[config.mk]
export PLATFORM = sky130hd
export DESIGN_NAME = calendar_gps_time_converter_unit
export DESIGN_NICKNAME = d
export VERILOG_FILES = /design/src/rtl/core/cgtc_pkg.sv /design/src/rtl/core/calendar_gps_time_converter_unit.sv /design/src/rtl/core/cgtc_c2g.sv /design/src/rtl/core/cgtc_g2c.sv
export SDC_FILE = /design/constraint.sdc
export NUM_CORES = 2
export LEC_CHECK = 0
export BUFFER_PORTS_ARGS = -buffer_cell sky130_fd_sc_hd__buf_2
export CORE_UTILIZATION = 51
export CTS_CLUSTER_DIAMETER = 80
export DETAILED_ROUTE_END_ITERATION = 10
export PLACE_DENSITY = 0.78
export SLEW_MARGIN = 25
export SYNTH_ARGS = -nofsm -noshare
export SYNTH_HDL_FRONTEND = slang
export SYNTH_SLANG_ARGS = --single-unit
[constraint.sdc]
create_clock -name clock -period 20.5 [get_ports clock]
set_input_delay 2.05 -clock clock [delete_from_list [all_inputs] [get_ports clock]]
set_output_delay 2.05 -clock clock [all_outputs]
set_load 0.03 [all_outputs]
[src/rtl/core/cgtc_pkg.sv]
package cgtc_pkg;

   localparam int STAGES = 6;

   localparam longint unsigned US_PER_MIN  = 64'd60000000;
   localparam longint unsigned US_PER_HOUR = 64'd3600000000;
   localparam longint unsigned US_PER_DAY  = 64'd86400000000;

   // calendar to mjd: mjd = 365.25*y + 30.6001*(m+1) + day - CAL_MJD_OFFSET
   localparam longint unsigned CAL_MJD_OFFSET = 64'd679019;
   localparam longint unsigned GPS_EPOCH_MJD  = 64'd44244;

   // gps to calendar: b = mjd + 2401538, n = 100*b - 12210
   localparam longint unsigned B_BASE    = GPS_EPOCH_MJD + 64'd2401538;
   localparam longint unsigned CENT_BASE = 64'd100 * B_BASE - 64'd12210;
   localparam longint unsigned YEAR_BASE = 64'd4715;

   // reciprocal constants, exact floor for the operand widths used
   localparam int              WEEK_SHIFT  = 23;
   localparam longint unsigned WEEK_RECIP  = ((64'd1 << WEEK_SHIFT) + 64'd6) / 64'd7;

   localparam longint unsigned DAY_DIV     = US_PER_DAY >> 13;
   localparam int              DAY_SHIFT   = 51;
   localparam longint unsigned DAY_RECIP   =
      ((64'd1 << DAY_SHIFT) + DAY_DIV - 64'd1) / DAY_DIV;

   localparam longint unsigned CENT_DIV    = 64'd36525;
   localparam int              CENT_SHIFT  = 44;
   localparam longint unsigned CENT_RECIP  =
      ((64'd1 << CENT_SHIFT) + CENT_DIV - 64'd1) / CENT_DIV;

   localparam longint unsigned MIN_DIV     = US_PER_MIN >> 8;
   localparam int              MIN_SHIFT   = 47;
   localparam longint unsigned MIN_RECIP   =
      ((64'd1 << MIN_SHIFT) + MIN_DIV - 64'd1) / MIN_DIV;

   localparam int              HOUR_SHIFT  = 17;
   localparam longint unsigned HOUR_RECIP  = ((64'd1 << HOUR_SHIFT) + 64'd59) / 64'd60;

   localparam longint unsigned MONTH_DIV   = 64'd306001;
   localparam int              MONTH_SHIFT = 29;
   localparam longint unsigned MONTH_RECIP =
      ((64'd10000 << MONTH_SHIFT) + MONTH_DIV - 64'd1) / MONTH_DIV;

   typedef enum logic {
      OP_CAL_TO_GPS = 1'b0,
      OP_GPS_TO_CAL = 1'b1
   } op_type;

   typedef struct packed {
      logic [11:0] year;
      logic [3:0]  month;
      logic [4:0]  day;
      logic [4:0]  hour;
      logic [5:0]  minute;
      logic [25:0] second_us;
   } cal_time_type;

   typedef struct packed {
      logic [12:0] week;
      logic [39:0] week_seconds_us;
   } gps_time_type;

   typedef struct packed {
      logic s1;
      logic s2;
      logic s3;
      logic s4;
      logic s5;
   } stage_ctl_type;

   // floor(30.6001 * (m + 1)) with the month shifted as the day count needs
   function automatic logic [8:0] month_term(input logic [3:0] month);
      logic [8:0] r;
      unique case (month)
         4'd0:  r = 9'd397;
         4'd1:  r = 9'd428;
         4'd2:  r = 9'd459;
         4'd3:  r = 9'd122;
         4'd4:  r = 9'd153;
         4'd5:  r = 9'd183;
         4'd6:  r = 9'd214;
         4'd7:  r = 9'd244;
         4'd8:  r = 9'd275;
         4'd9:  r = 9'd306;
         4'd10: r = 9'd336;
         4'd11: r = 9'd367;
         4'd12: r = 9'd397;
         4'd13: r = 9'd428;
         4'd14: r = 9'd459;
         4'd15: r = 9'd489;
      endcase
      return r;
   endfunction

   // floor(30.6001 * e)
   function automatic logic [8:0] date_term(input logic [3:0] e);
      logic [8:0] r;
      unique case (e)
         4'd0:  r = 9'd0;
         4'd1:  r = 9'd30;
         4'd2:  r = 9'd61;
         4'd3:  r = 9'd91;
         4'd4:  r = 9'd122;
         4'd5:  r = 9'd153;
         4'd6:  r = 9'd183;
         4'd7:  r = 9'd214;
         4'd8:  r = 9'd244;
         4'd9:  r = 9'd275;
         4'd10: r = 9'd306;
         4'd11: r = 9'd336;
         4'd12: r = 9'd367;
         4'd13: r = 9'd397;
         4'd14: r = 9'd428;
         4'd15: r = 9'd459;
      endcase
      return r;
   endfunction

   function automatic logic [3:0] month_of(input logic [3:0] e);
      logic [3:0] r;
      if (e >= 4'd14) begin
         r = e - 4'd13;
      end else begin
         r = e - 4'd1;
      end
      return r;
   endfunction

   // one when the month is march or later, which takes one more off the year
   function automatic logic year_step(input logic [3:0] e);
      return (e >= 4'd4) && (e <= 4'd13);
   endfunction

endpackage

[src/rtl/core/calendar_gps_time_converter_unit.sv]
// channel   direction  handshake              word
// req_      in         req_valid / req_ready  operation, calendar and gps fields
// rsp_      out        rsp_valid / rsp_ready  calendar, gps fields, before_epoch
//
// six register stages, one word accepted per cycle while the output is not stalled
// the divisions are done as reciprocal multiplies spread over the stages
// reset clears the stage valid bits only
// each stage holds its word only while the next one is full and stalled,
// so empty stages still fill while the output waits
module calendar_gps_time_converter_unit (
   input  logic        clock,
   input  logic        reset,
   input  logic        req_valid,
   output logic        req_ready,
   input  logic        req_operation,
   input  logic [11:0] req_in_year,
   input  logic [3:0]  req_in_month,
   input  logic [4:0]  req_in_day,
   input  logic [4:0]  req_in_hour,
   input  logic [5:0]  req_in_minute,
   input  logic [25:0] req_in_second_us,
   input  logic [12:0] req_in_week,
   input  logic [39:0] req_in_week_seconds_us,
   output logic        rsp_valid,
   input  logic        rsp_ready,
   output logic [11:0] rsp_out_year,
   output logic [3:0]  rsp_out_month,
   output logic [4:0]  rsp_out_day,
   output logic [4:0]  rsp_out_hour,
   output logic [5:0]  rsp_out_minute,
   output logic [25:0] rsp_out_second_us,
   output logic [12:0] rsp_out_week,
   output logic [39:0] rsp_out_week_seconds_us,
   output logic        rsp_before_epoch
);

   logic [cgtc_pkg::STAGES-1:0]   valid_in, valid_ff;
   logic [cgtc_pkg::STAGES-1:0]   stage_ready;
   logic [cgtc_pkg::STAGES-1:0]   load;
   logic [cgtc_pkg::STAGES-2:0]   op_ff;

   cgtc_pkg::stage_ctl_type ctl;
   cgtc_pkg::cal_time_type  cal_req, cal_rsp, cal_out_in, cal_out_ff;
   cgtc_pkg::gps_time_type  gps_req, gps_rsp, gps_out_in, gps_out_ff;
   logic                    c2g_before;
   logic                    before_in, before_ff;

   assign cal_req.year      = req_in_year;
   assign cal_req.month     = req_in_month;
   assign cal_req.day       = req_in_day;
   assign cal_req.hour      = req_in_hour;
   assign cal_req.minute    = req_in_minute;
   assign cal_req.second_us = req_in_second_us;

   assign gps_req.week            = req_in_week;
   assign gps_req.week_seconds_us = req_in_week_seconds_us;

   // ready chain from the output back to the input
   always_comb begin
      stage_ready[cgtc_pkg::STAGES-1] = !valid_ff[cgtc_pkg::STAGES-1] || rsp_ready;
      for (int i = cgtc_pkg::STAGES - 2; i >= 0; i--) begin
         stage_ready[i] = !valid_ff[i] || stage_ready[i+1];
      end
      load[0]     = stage_ready[0] && req_valid;
      valid_in[0] = stage_ready[0] ? req_valid : valid_ff[0];
      for (int i = 1; i < cgtc_pkg::STAGES; i++) begin
         load[i]     = stage_ready[i] && valid_ff[i-1];
         valid_in[i] = stage_ready[i] ? valid_ff[i-1] : valid_ff[i];
      end
   end

   assign ctl.s1 = load[0];
   assign ctl.s2 = load[1];
   assign ctl.s3 = load[2];
   assign ctl.s4 = load[3];
   assign ctl.s5 = load[4];

   cgtc_c2g u_c2g (
      .clock        (clock),
      .ctl          (ctl),
      .cal          (cal_req),
      .gps          (gps_rsp),
      .before_epoch (c2g_before)
   );

   cgtc_g2c u_g2c (
      .clock (clock),
      .ctl   (ctl),
      .gps   (gps_req),
      .cal   (cal_rsp)
   );

   // output select, the unused direction reads as zero
   always_comb begin
      cal_out_in = '0;
      gps_out_in = '0;
      before_in  = 1'b0;
      if (op_ff[cgtc_pkg::STAGES-2] == cgtc_pkg::OP_GPS_TO_CAL) begin
         cal_out_in = cal_rsp;
      end else begin
         before_in = c2g_before;
         if (!c2g_before) begin
            gps_out_in = gps_rsp;
         end
      end
   end

   always_ff @(posedge clock) begin
      if (reset) begin
         valid_ff <= '0;
      end else begin
         valid_ff <= valid_in;
      end
      if (load[0]) begin
         op_ff[0] <= req_operation;
      end
      for (int i = 1; i < cgtc_pkg::STAGES - 1; i++) begin
         if (load[i]) begin
            op_ff[i] <= op_ff[i-1];
         end
      end
      if (load[cgtc_pkg::STAGES-1]) begin
         cal_out_ff <= cal_out_in;
         gps_out_ff <= gps_out_in;
         before_ff  <= before_in;
      end
   end

   assign req_ready               = stage_ready[0];
   assign rsp_valid               = valid_ff[cgtc_pkg::STAGES-1];
   assign rsp_out_year            = cal_out_ff.year;
   assign rsp_out_month           = cal_out_ff.month;
   assign rsp_out_day             = cal_out_ff.day;
   assign rsp_out_hour            = cal_out_ff.hour;
   assign rsp_out_minute          = cal_out_ff.minute;
   assign rsp_out_second_us       = cal_out_ff.second_us;
   assign rsp_out_week            = gps_out_ff.week;
   assign rsp_out_week_seconds_us = gps_out_ff.week_seconds_us;
   assign rsp_before_epoch        = before_ff;

endmodule

[src/rtl/core/cgtc_c2g.sv]
module cgtc_c2g (
   input  logic                   clock,
   input  cgtc_pkg::stage_ctl_type ctl,
   input  cgtc_pkg::cal_time_type  cal,
   output cgtc_pkg::gps_time_type  gps,
   output logic                   before_epoch
);

   logic               early_month;
   logic [11:0]        year_adj;
   logic signed [21:0] ypart_in, ypart_ff;
   logic [8:0]         mterm_in, mterm_ff;
   logic [4:0]         day_ff;
   logic [36:0]        tod1_in, tod1_ff;

   logic               day_carry;
   logic signed [21:0] mjd;
   logic [36:0]        tod2_in, tod2_ff;
   logic               before2_in, before2_ff;
   logic [19:0]        rel_in, rel_ff;

   logic [40:0]        week_prod;
   logic [12:0]        week3_in, week3_ff;
   logic [2:0]         rel3_ff;
   logic [36:0]        tod3_ff;
   logic               before3_ff;

   logic [2:0]         rem_in, rem_ff;
   logic [12:0]        week4_ff;
   logic [36:0]        tod4_ff;
   logic               before4_ff;

   logic [39:0]        sow_in, sow_ff;
   logic [12:0]        week5_ff;
   logic               before5_ff;

   // stage 1: year and month terms, time of day in microseconds
   always_comb begin
      early_month = (cal.month <= 4'd2);
      year_adj    = early_month ? cal.year - 12'd1 : cal.year;
      if (early_month && (cal.year == 12'd0)) begin
         ypart_in = -22'sd365;
      end else begin
         ypart_in = $signed(22'(year_adj) * 22'd365 + 22'(year_adj[11:2]));
      end
      mterm_in = cgtc_pkg::month_term(cal.month);
      tod1_in  = 37'(cal.hour) * 37'(cgtc_pkg::US_PER_HOUR)
               + 37'(cal.minute) * 37'(cgtc_pkg::US_PER_MIN)
               + 37'(cal.second_us);
   end

   // stage 2: day carry, mjd and offset from epoch
   always_comb begin
      day_carry  = (tod1_ff >= 37'(cgtc_pkg::US_PER_DAY));
      tod2_in    = day_carry ? tod1_ff - 37'(cgtc_pkg::US_PER_DAY) : tod1_ff;
      mjd        = ypart_ff + $signed({13'd0, mterm_ff}) + $signed({17'd0, day_ff})
                 + $signed({21'd0, day_carry})
                 - $signed(22'(cgtc_pkg::CAL_MJD_OFFSET));
      before2_in = (mjd < $signed(22'(cgtc_pkg::GPS_EPOCH_MJD)));
      rel_in     = 20'(mjd - $signed(22'(cgtc_pkg::GPS_EPOCH_MJD)));
   end

   // stage 3: week by reciprocal of seven
   always_comb begin
      week_prod = 41'(rel_ff) * 41'(cgtc_pkg::WEEK_RECIP);
      week3_in  = week_prod[cgtc_pkg::WEEK_SHIFT+12:cgtc_pkg::WEEK_SHIFT];
   end

   // stage 4: day of week, rel - 7*week taken modulo 8
   assign rem_in = rel3_ff + week3_ff[2:0];

   // stage 5: seconds of week
   assign sow_in = 40'(rem_ff) * 40'(cgtc_pkg::US_PER_DAY) + 40'(tod4_ff);

   always_ff @(posedge clock) begin
      if (ctl.s1) begin
         ypart_ff <= ypart_in;
         mterm_ff <= mterm_in;
         day_ff   <= cal.day;
         tod1_ff  <= tod1_in;
      end
      if (ctl.s2) begin
         tod2_ff    <= tod2_in;
         before2_ff <= before2_in;
         rel_ff     <= rel_in;
      end
      if (ctl.s3) begin
         week3_ff   <= week3_in;
         rel3_ff    <= rel_ff[2:0];
         tod3_ff    <= tod2_ff;
         before3_ff <= before2_ff;
      end
      if (ctl.s4) begin
         rem_ff     <= rem_in;
         week4_ff   <= week3_ff;
         tod4_ff    <= tod3_ff;
         before4_ff <= before3_ff;
      end
      if (ctl.s5) begin
         sow_ff     <= sow_in;
         week5_ff   <= week4_ff;
         before5_ff <= before4_ff;
      end
   end

   assign gps.week            = week5_ff;
   assign gps.week_seconds_us = sow_ff;
   assign before_epoch        = before5_ff;

endmodule

[src/rtl/core/cgtc_g2c.sv]
module cgtc_g2c (
   input  logic                   clock,
   input  cgtc_pkg::stage_ctl_type ctl,
   input  cgtc_pkg::gps_time_type  gps,
   output cgtc_pkg::cal_time_type  cal
);

   logic [54:0] day_prod;
   logic [3:0]  dq_in, dq_ff;
   logic [39:0] sow1_ff;
   logic [12:0] week1_ff;

   logic [36:0] tod2_in, tod2_ff;
   logic [27:0] cn_in, cn_ff;
   logic [21:0] cb_in, cb_ff;

   logic [56:0] cent_prod;
   logic [58:0] min_prod;
   logic [12:0] c3_in, c3_ff;
   logic [10:0] mod3_in, mod3_ff;
   logic [21:0] b3_ff;
   logic [36:0] tod3_ff;

   logic [21:0] dpart;
   logic [22:0] hour_prod;
   logic [9:0]  x4_in, x4_ff;
   logic [25:0] sec4_in, sec4_ff;
   logic [4:0]  hr4_in, hr4_ff;
   logic [12:0] c4_ff;
   logic [10:0] mod4_ff;

   logic [34:0] month_prod;
   logic [3:0]  e5_in, e5_ff;
   logic [5:0]  min5_in, min5_ff;
   logic [9:0]  x5_ff;
   logic [12:0] c5_ff;
   logic [25:0] sec5_ff;
   logic [4:0]  hr5_ff;

   // stage 1: whole days in seconds of week
   always_comb begin
      day_prod = 55'(gps.week_seconds_us[39:13]) * 55'(cgtc_pkg::DAY_RECIP);
      dq_in    = day_prod[cgtc_pkg::DAY_SHIFT+3:cgtc_pkg::DAY_SHIFT];
   end

   // stage 2: time of day and the day-number sums
   always_comb begin
      tod2_in = 37'(sow1_ff - 40'(dq_ff) * 40'(cgtc_pkg::US_PER_DAY));
      cn_in   = 28'(30'(week1_ff) * 30'd700 + 30'(dq_ff) * 30'd100
                    + 30'(cgtc_pkg::CENT_BASE));
      cb_in   = 22'(week1_ff) * 22'd7 + 22'(dq_ff) + 22'(cgtc_pkg::B_BASE);
   end

   // stage 3: julian century count and minute of day
   always_comb begin
      cent_prod = 57'(cn_ff) * 57'(cgtc_pkg::CENT_RECIP);
      c3_in     = cent_prod[cgtc_pkg::CENT_SHIFT+12:cgtc_pkg::CENT_SHIFT];
      min_prod  = 59'(tod2_ff[36:8]) * 59'(cgtc_pkg::MIN_RECIP);
      mod3_in   = min_prod[cgtc_pkg::MIN_SHIFT+10:cgtc_pkg::MIN_SHIFT];
   end

   // stage 4: day within the shifted year, seconds and hour
   always_comb begin
      dpart     = 22'(c3_ff) * 22'd365 + 22'(c3_ff[12:2]);
      x4_in     = 10'(b3_ff - dpart);
      sec4_in   = 26'(tod3_ff - 37'(mod3_ff) * 37'(cgtc_pkg::US_PER_MIN));
      hour_prod = 23'(mod3_ff) * 23'(cgtc_pkg::HOUR_RECIP);
      hr4_in    = hour_prod[cgtc_pkg::HOUR_SHIFT+4:cgtc_pkg::HOUR_SHIFT];
   end

   // stage 5: month index and minute
   always_comb begin
      month_prod = 35'(x4_ff) * 35'(cgtc_pkg::MONTH_RECIP);
      e5_in      = month_prod[cgtc_pkg::MONTH_SHIFT+3:cgtc_pkg::MONTH_SHIFT];
      min5_in    = 6'(mod4_ff - 11'(hr4_ff) * 11'd60);
   end

   always_ff @(posedge clock) begin
      if (ctl.s1) begin
         dq_ff    <= dq_in;
         sow1_ff  <= gps.week_seconds_us;
         week1_ff <= gps.week;
      end
      if (ctl.s2) begin
         tod2_ff <= tod2_in;
         cn_ff   <= cn_in;
         cb_ff   <= cb_in;
      end
      if (ctl.s3) begin
         c3_ff   <= c3_in;
         mod3_ff <= mod3_in;
         b3_ff   <= cb_ff;
         tod3_ff <= tod2_ff;
      end
      if (ctl.s4) begin
         x4_ff   <= x4_in;
         sec4_ff <= sec4_in;
         hr4_ff  <= hr4_in;
         c4_ff   <= c3_ff;
         mod4_ff <= mod3_ff;
      end
      if (ctl.s5) begin
         e5_ff   <= e5_in;
         min5_ff <= min5_in;
         x5_ff   <= x4_ff;
         c5_ff   <= c4_ff;
         sec5_ff <= sec4_ff;
         hr5_ff  <= hr4_ff;
      end
   end

   always_comb begin
      cal.year      = 12'(c5_ff - 13'(cgtc_pkg::YEAR_BASE)
                          - 13'(cgtc_pkg::year_step(e5_ff)));
      cal.month     = cgtc_pkg::month_of(e5_ff);
      cal.day       = 5'(x5_ff - 10'(cgtc_pkg::date_term(e5_ff)));
      cal.hour      = hr5_ff;
      cal.minute    = min5_ff;
      cal.second_us = sec5_ff;
   end

endmodule

# After elaboration in Yosys (flattened, before gate mapping)
# Memories as Yosys holds them, arrays and structs flattened. A register that Yosys moved wholly into a read port is not among the register bits.
# Cells that the tools add are included.
# word_totals
regBits	713
romBits	288
inputBits	116
output_inout_bits	114
word_cells	135
memories	2
# classes
n_addsub	26
n_mul	17
n_lt_le_gt_ge	6
mux	4
reduce_logical	22
# mem_list
memory	depth	word_bits	read_ports	rd_ports_with_merged_regs	write_ports	line_no	rtl
(name not given)	16	9	1	1	0	cgtc_pkg.sv:75	unique case (month)
(name not given)	16	9	1	1	0	cgtc_pkg.sv:99	unique case (e)
# ops
operator	count
multiplier 29 x 30 -> 58 bit (second input constant)	1
multiplier 28 x 29 -> 57 bit (second input constant)	1
multiplier 27 x 28 -> 55 bit (second input constant)	1
adder 40 x 37 -> 40 bit	1
adder 37 x 26 -> 37 bit	1
adder 37 x 32 -> 37 bit	1
greater-or-equal comparator 37 bit (second input constant)	1
two-way mux 37 bit	1
subtractor 37 bit	1
subtractor 37 bit (second input constant)	1
multiplier 20 x 21 -> 36 bit (second input constant)	1
multiplier 10 x 22 -> 30 bit (second input constant)	1
adder 28 bit (second input constant)	1
multiplier 3 x 24 -> 27 bit (second input constant)	1
multiplier 5 x 22 -> 27 bit (second input constant)	1
subtractor 26 bit	1
adder 23 x 11 -> 24 bit	1
multiplier 4 x 24 -> 24 bit (second input constant)	1
multiplier 6 x 18 -> 24 bit (second input constant)	1
adder 21 x 10 -> 22 bit	1
adder 22 x 10 -> 22 bit	1
adder 22 x 2 -> 22 bit	1
adder 22 x 6 -> 22 bit	1
less-than comparator 22 x 17 -> 1 bit (second input constant)	1
other kinds (33)	51

# Logic depth before layout (Yosys ltp)
# depth
depth_word	8
ltp_mapped	29
depth_no_buf	29

# Hierarchy
# A second synthesis with hierarchy kept.
# unflattened
hier_cells	8181
hier_area_um2	91759.3
# modules_own_cells
mod	instances	cells_each	area_per_inst_um2	seq_area_each_um2
cgtc_g2c	1	5713	62497.4	9108.7
cgtc_c2g	1	2196	24649.9	8798.4
calendar_gps_time_converter_unit	1	272	4611.9	3633.5

# Worst setup path after synthesis
# Ideal clock, no wire load.
# synth_path
path_type	input port to flip-flop
startpoint	in rsp_ready
endpoint	reg op_ff[1] in the netlist's numbering, enable pin
arrival_time_ps	11744
required_ps	19686
path_slack_ps	7942
cell_stages	4
path_buffers	1
cell_sequence	nor2_1 -> and3_1 -> clkbuf_1 -> a21boi_0
# synth_rtl
element	line_no	rtl
from (decl)	calendar_gps_time_converter_unit.sv:25	input logic rsp_ready,
to (signal, indexed assignment)	calendar_gps_time_converter_unit.sv:119	op_ff[i] <= op_ff[i-1];
to (decl)	calendar_gps_time_converter_unit.sv:40	logic [cgtc_pkg::STAGES-2:0] op_ff;

# Worst setup path in the final report
# layout_path
startpoint	in req_in_month[0]
endpoint	reg u_c2g.ypart_ff[20], data pin
# layout_between
elab_chain_cells	4
elab_cells_between_ends	5
cone_classes	add/sub: 1; mul: 1; order compare: 1; mux: 1; reduce/logical: 1
# layout_rtl
element	line_no	rtl
from (decl)	calendar_gps_time_converter_unit.sv:17	input logic [3:0] req_in_month,
<= comparator 4 x 2 -> 1 bit (*)	cgtc_c2g.sv:39	early_month = (cal.month <= 4'd2);
two-way mux 12 bit	cgtc_c2g.sv:40	year_adj = early_month ? cal.year - 12'd1 : cal.year;
multiplier 12 x 9 -> 21 bit	cgtc_c2g.sv:44	ypart_in = $signed(22'(year_adj) * 22'd365 + 22'(year_adj[11:2]));
adder 21 x 10 -> 22 bit	cgtc_c2g.sv:44	
to (signal assigned)	cgtc_c2g.sv:77	ypart_ff <= ypart_in;
to (decl)	cgtc_c2g.sv:11	logic signed [21:0] ypart_in, ypart_ff;
# Mark *: on every way between the ends. The rest lies on a longest branch, timed or not.
# A chain may end at the register's enable or synchronous reset.

==> flow_metrics.tcl <==
set metrics [dict create \
    slew_violations 0 \
    io_pins 230 \
    synth-main-ff-cell "edfxtp_1" \
    dieWidth_um 424 \
    gp_congestion 0.979 \
    synth-async-reset-ratio 0 \
    grt_usage 0.246 \
    numCtsBuffers 83 \
    io_buffers 229 \
    path_buf_inv 5 \
    die_h_um 424 \
    fin_crit_ps 8440 \
    finalSetupViolCount 0 \
    drt_iter0_drc 3402 \
    violations "design-rule violations" \
    r2r_start "u_g2c.cn_ff[6]" \
    area_growth_pct 7.89 \
    path_delay_family "adder cells" \
    postCtsHoldBufs 0 \
    grt_pass1_vias 61900 \
    path_clk_slew_ps 60 \
    holdPathStages 0 \
    ys_warn_count 0 \
    dp_hpwl_mm 186 \
    critPathMaxFanout 6 \
    finalHoldViolations 0 \
    rows 154 \
    cp_slowest_cell "nor3b_1" \
    final_cells 10800 \
    grt_max_degree 76 \
    ff2ff_setup_slack_ps 12430 \
    start_util 0.515 \
    fin_crit_sh 0.412 \
    max_slew_margin 0.309 \
    vias 56600 \
    synthTopCellsByArea "fa_1, edfxtp_1, ha_1" \
    syn_area_sq_mm 0.0909 \
    cts_resized 0 \
    cp-end-kind "flip-flop" \
    gr-total-overflow 0 \
    multi_input_area_sq_mm 0.0611 \
    firstDrtPassIters 11 \
    fill_cells 14800 \
    cts_setup_buffers 0 \
    ys_seq_area_frac 0.237 \
    path_class "input port to flip-flop" \
    register_area_sq_mm 0.0215 \
    ctsHtreeMaxLevel 3 \
    synth_cell_type_count 93 \
    hold_end "u_c2g.week4_ff[4]" \
    ys_seq_elements 721 \
    cpPeakStageDelay_ps 540 \
    worstSkewPairLatency_ps 760 \
    synth-edff-count 710 \
    cp.required_ps 20900 \
    max_freq_ghz 0.119 \
    drc 52 \
    cts_buffer_depth 3 \
    rsz0062_at_grt "no" \
    cp.arrival_ps 8840 \
    place_area_sq_mm 0.0951 \
    min_path_type "flip-flop to flip-flop" \
    drv_cap 0 \
    r2r_cells 23 \
    timing.rr.end "u_g2c.c3_ff[11]" \
    syn_avg_cell_area_sq_um 11.3 \
    dieArea_sq_mm 0.180 \
    antenna_found_initial 21 \
    worstHoldStart "u_c2g.week3_ff[4]" \
    layout-drive-gt1-share 0.0534 \
    wirelength_mm 215 \
    startpoint_type "input port" \
    status "finished with violations" \
    fin_skew_ps 65.1 \
    core-area_sq_mm 0.176 \
    cts_tree "yes" \
    yosys.area.top_type "fa_1" \
    final_area_sq_mm 0.0981 \
    dp_cells 10600 \
    cts_sinks 721 \
    synth_top_area_frac 0.289 \
    avgRoutedWirePerCell_um 19.9 \
    synth_nets 11100 \
    grt_pass1_wl_mm 341 \
    viasPerCell 5.24 \
    cts-root-buf "clkbuf_16" \
    setup_tns_ps 0 \
    ant_nets 0 \
    synthCells 8057 \
    worstMarginPinSlew_ps 1020 \
    fin_nets 11500 \
]
-- Yosys cell counts (15+ instances only) --
cell,instances
inv_1,2186
nand2b_1,38
fa_1,1314
o21ai_1,15
xnor2_1,294
clkbuf_1,26
and3_1,33
edfxtp_1,710
o21ai_0,124
mux2i_1,15
o21bai_1,50
nor2b_1,43
nor3_1,86
ha_1,1662
a21o_1,120
nand3_1,74
xor2_1,125
and2_1,118
or3_1,20
or2_2,29
a31oi_1,25
o211ai_1,20
nand4_1,32
o21a_1,37
nand2_1,167
a211oi_1,32
nor2_1,203
a21oi_1,219
-- cells in the final DEF, fill, tap and decap left out, types with 12 or more instances in the layout --
| cell | synthesis | final |
|---|---|---|
| inv_1 | 2186 | 2186 |
| ha_1 | 1662 | 1662 |
| fa_1 | 1314 | 1314 |
| edfxtp_1 | 710 | 710 |
| xnor2_1 | 294 | 294 |
| buf_2 | 0 | 229 |
| a21oi_1 | 219 | 219 |
| nor2_1 | 203 | 202 |
| nand2_1 | 167 | 167 |
| xor2_1 | 125 | 125 |
| o21ai_0 | 124 | 124 |
| a21o_1 | 120 | 120 |
| and2_1 | 118 | 118 |
| nor3_1 | 86 | 86 |
| clkbuf_16 | 0 | 83 |
| nand3_1 | 74 | 74 |
| o21bai_1 | 50 | 50 |
| nor2b_1 | 43 | 41 |
| nand2b_1 | 38 | 38 |
| o21a_1 | 37 | 37 |
| and3_1 | 33 | 33 |
| nand4_1 | 32 | 32 |
| a211oi_1 | 32 | 32 |
| or2_2 | 29 | 29 |
| a31oi_1 | 25 | 24 |
| o211ai_1 | 20 | 20 |
| or3_1 | 20 | 20 |
| diode_2 | 0 | 17 |
| buf_4 | 0 | 16 |
| o21ai_1 | 15 | 15 |
| mux2i_1 | 15 | 15 |
| o31ai_1 | 14 | 14 |
| clkinv_2 | 0 | 14 |
| nor4_1 | 12 | 12 |
-- routing by layer --
layer / vias to the layer above / part of all wire / routed length, um / track usage
li1: 26600 / - / - / -
met1: 28300 / 0.42 / 90200 / 0.315
met2: 1334 / 0.49 / 105000 / 0.426
met3: 334 / 0.050 / 10800 / 0.0354
met4: 18 / 0.040 / 8570 / 0.0866
met5: - / 0.00053 / 114 / 0
-- sequential cells by signal, indices dropped and copies added, names as in the netlist, 37 cells and up, named ones only --
register                 flops
u_g2c.sow1_ff               37
u_c2g.tod4_ff               37
u_c2g.tod2_ff               37
rsp_out_week_seconds_us     40
u_c2g.tod3_ff               37
u_c2g.tod1_ff               37
u_c2g.sow_ff                40
u_g2c.tod2_ff               37
-- stage by stage --
| stage | worst slack (ps) | hold slack [ps] | util |
|---|---|---|---|
| 4_1_cts | 12130 | 350 | 0.555 |
| 6_report | 12060 | 357 | 0.556 |
| 3_5_place_dp | 11380 | 405 | 0.539 |
| 5_1_grt | 11570 | 359 | 0.556 |
| 3_3_place_gp | 11510 | 400 | 0.539 |
| 2_1_floorplan | 7940 | 400 | - |
-- final cells by class --
class,count,share of cell area
timing repair buffer,248,0.0138
inverter,2187,0.0837
tap,2340,0.0299
clock inverter,61,0.00792
sequential,721,0.220
multi-input combinational,5123,0.623
clock buffer,92,0.0215
antenna,17,0.000434
-- cell families (layout without fill, tap and decap cells) --
family,count (synthesis),after routing,synth area share
compound gates,796,796,0.0583
xor+xnor,421,421,0.0408
fa+ha+maj,2977,2977,0.518
buf+inv,2213,2588,0.0914
flops,721,721,0.237
mux,23,23,0.00289
other cells,1,18,0.0000413
simple gates,905,905,0.0512
-- worst reg2reg max path: stages, from the launching register on --
cell,delay (ps)
edfxtp_1,600
ha_1,540
inv_1,190
fa_1,630
inv_1,130
fa_1,590
fa_1,490
fa_1,590
inv_1,70
fa_1,470
inv_1,50
fa_1,430
ha_1,300
a21o_1,160
a21o_1,160
a2111oi_0,550
nor3_1,160
o311ai_1,560
a31oi_1,230
nor2_1,170
a21oi_1,130
a311o_1,370
a21oi_1,180
xor2_1,100
-- worst max path at each step --
stage / from / end / cells past startpoint
2_1_floorplan: rsp_ready / op_ff[1] / 4
3_3_place_gp: req_in_week_seconds_us[28] / u_g2c.dq_ff[2] / 23
3_5_place_dp: req_in_month[0] / u_c2g.ypart_ff[20] / 25
4_1_cts: req_in_month[0] / u_c2g.ypart_ff[20] / 25
5_1_grt: req_in_month[0] / u_c2g.ypart_ff[20] / 27
6_report: req_in_month[0] / u_c2g.ypart_ff[20] / 25
Power is not shown: default switching activity piles up to over one toggle a cycle in this logic, so the estimate is an artifact.
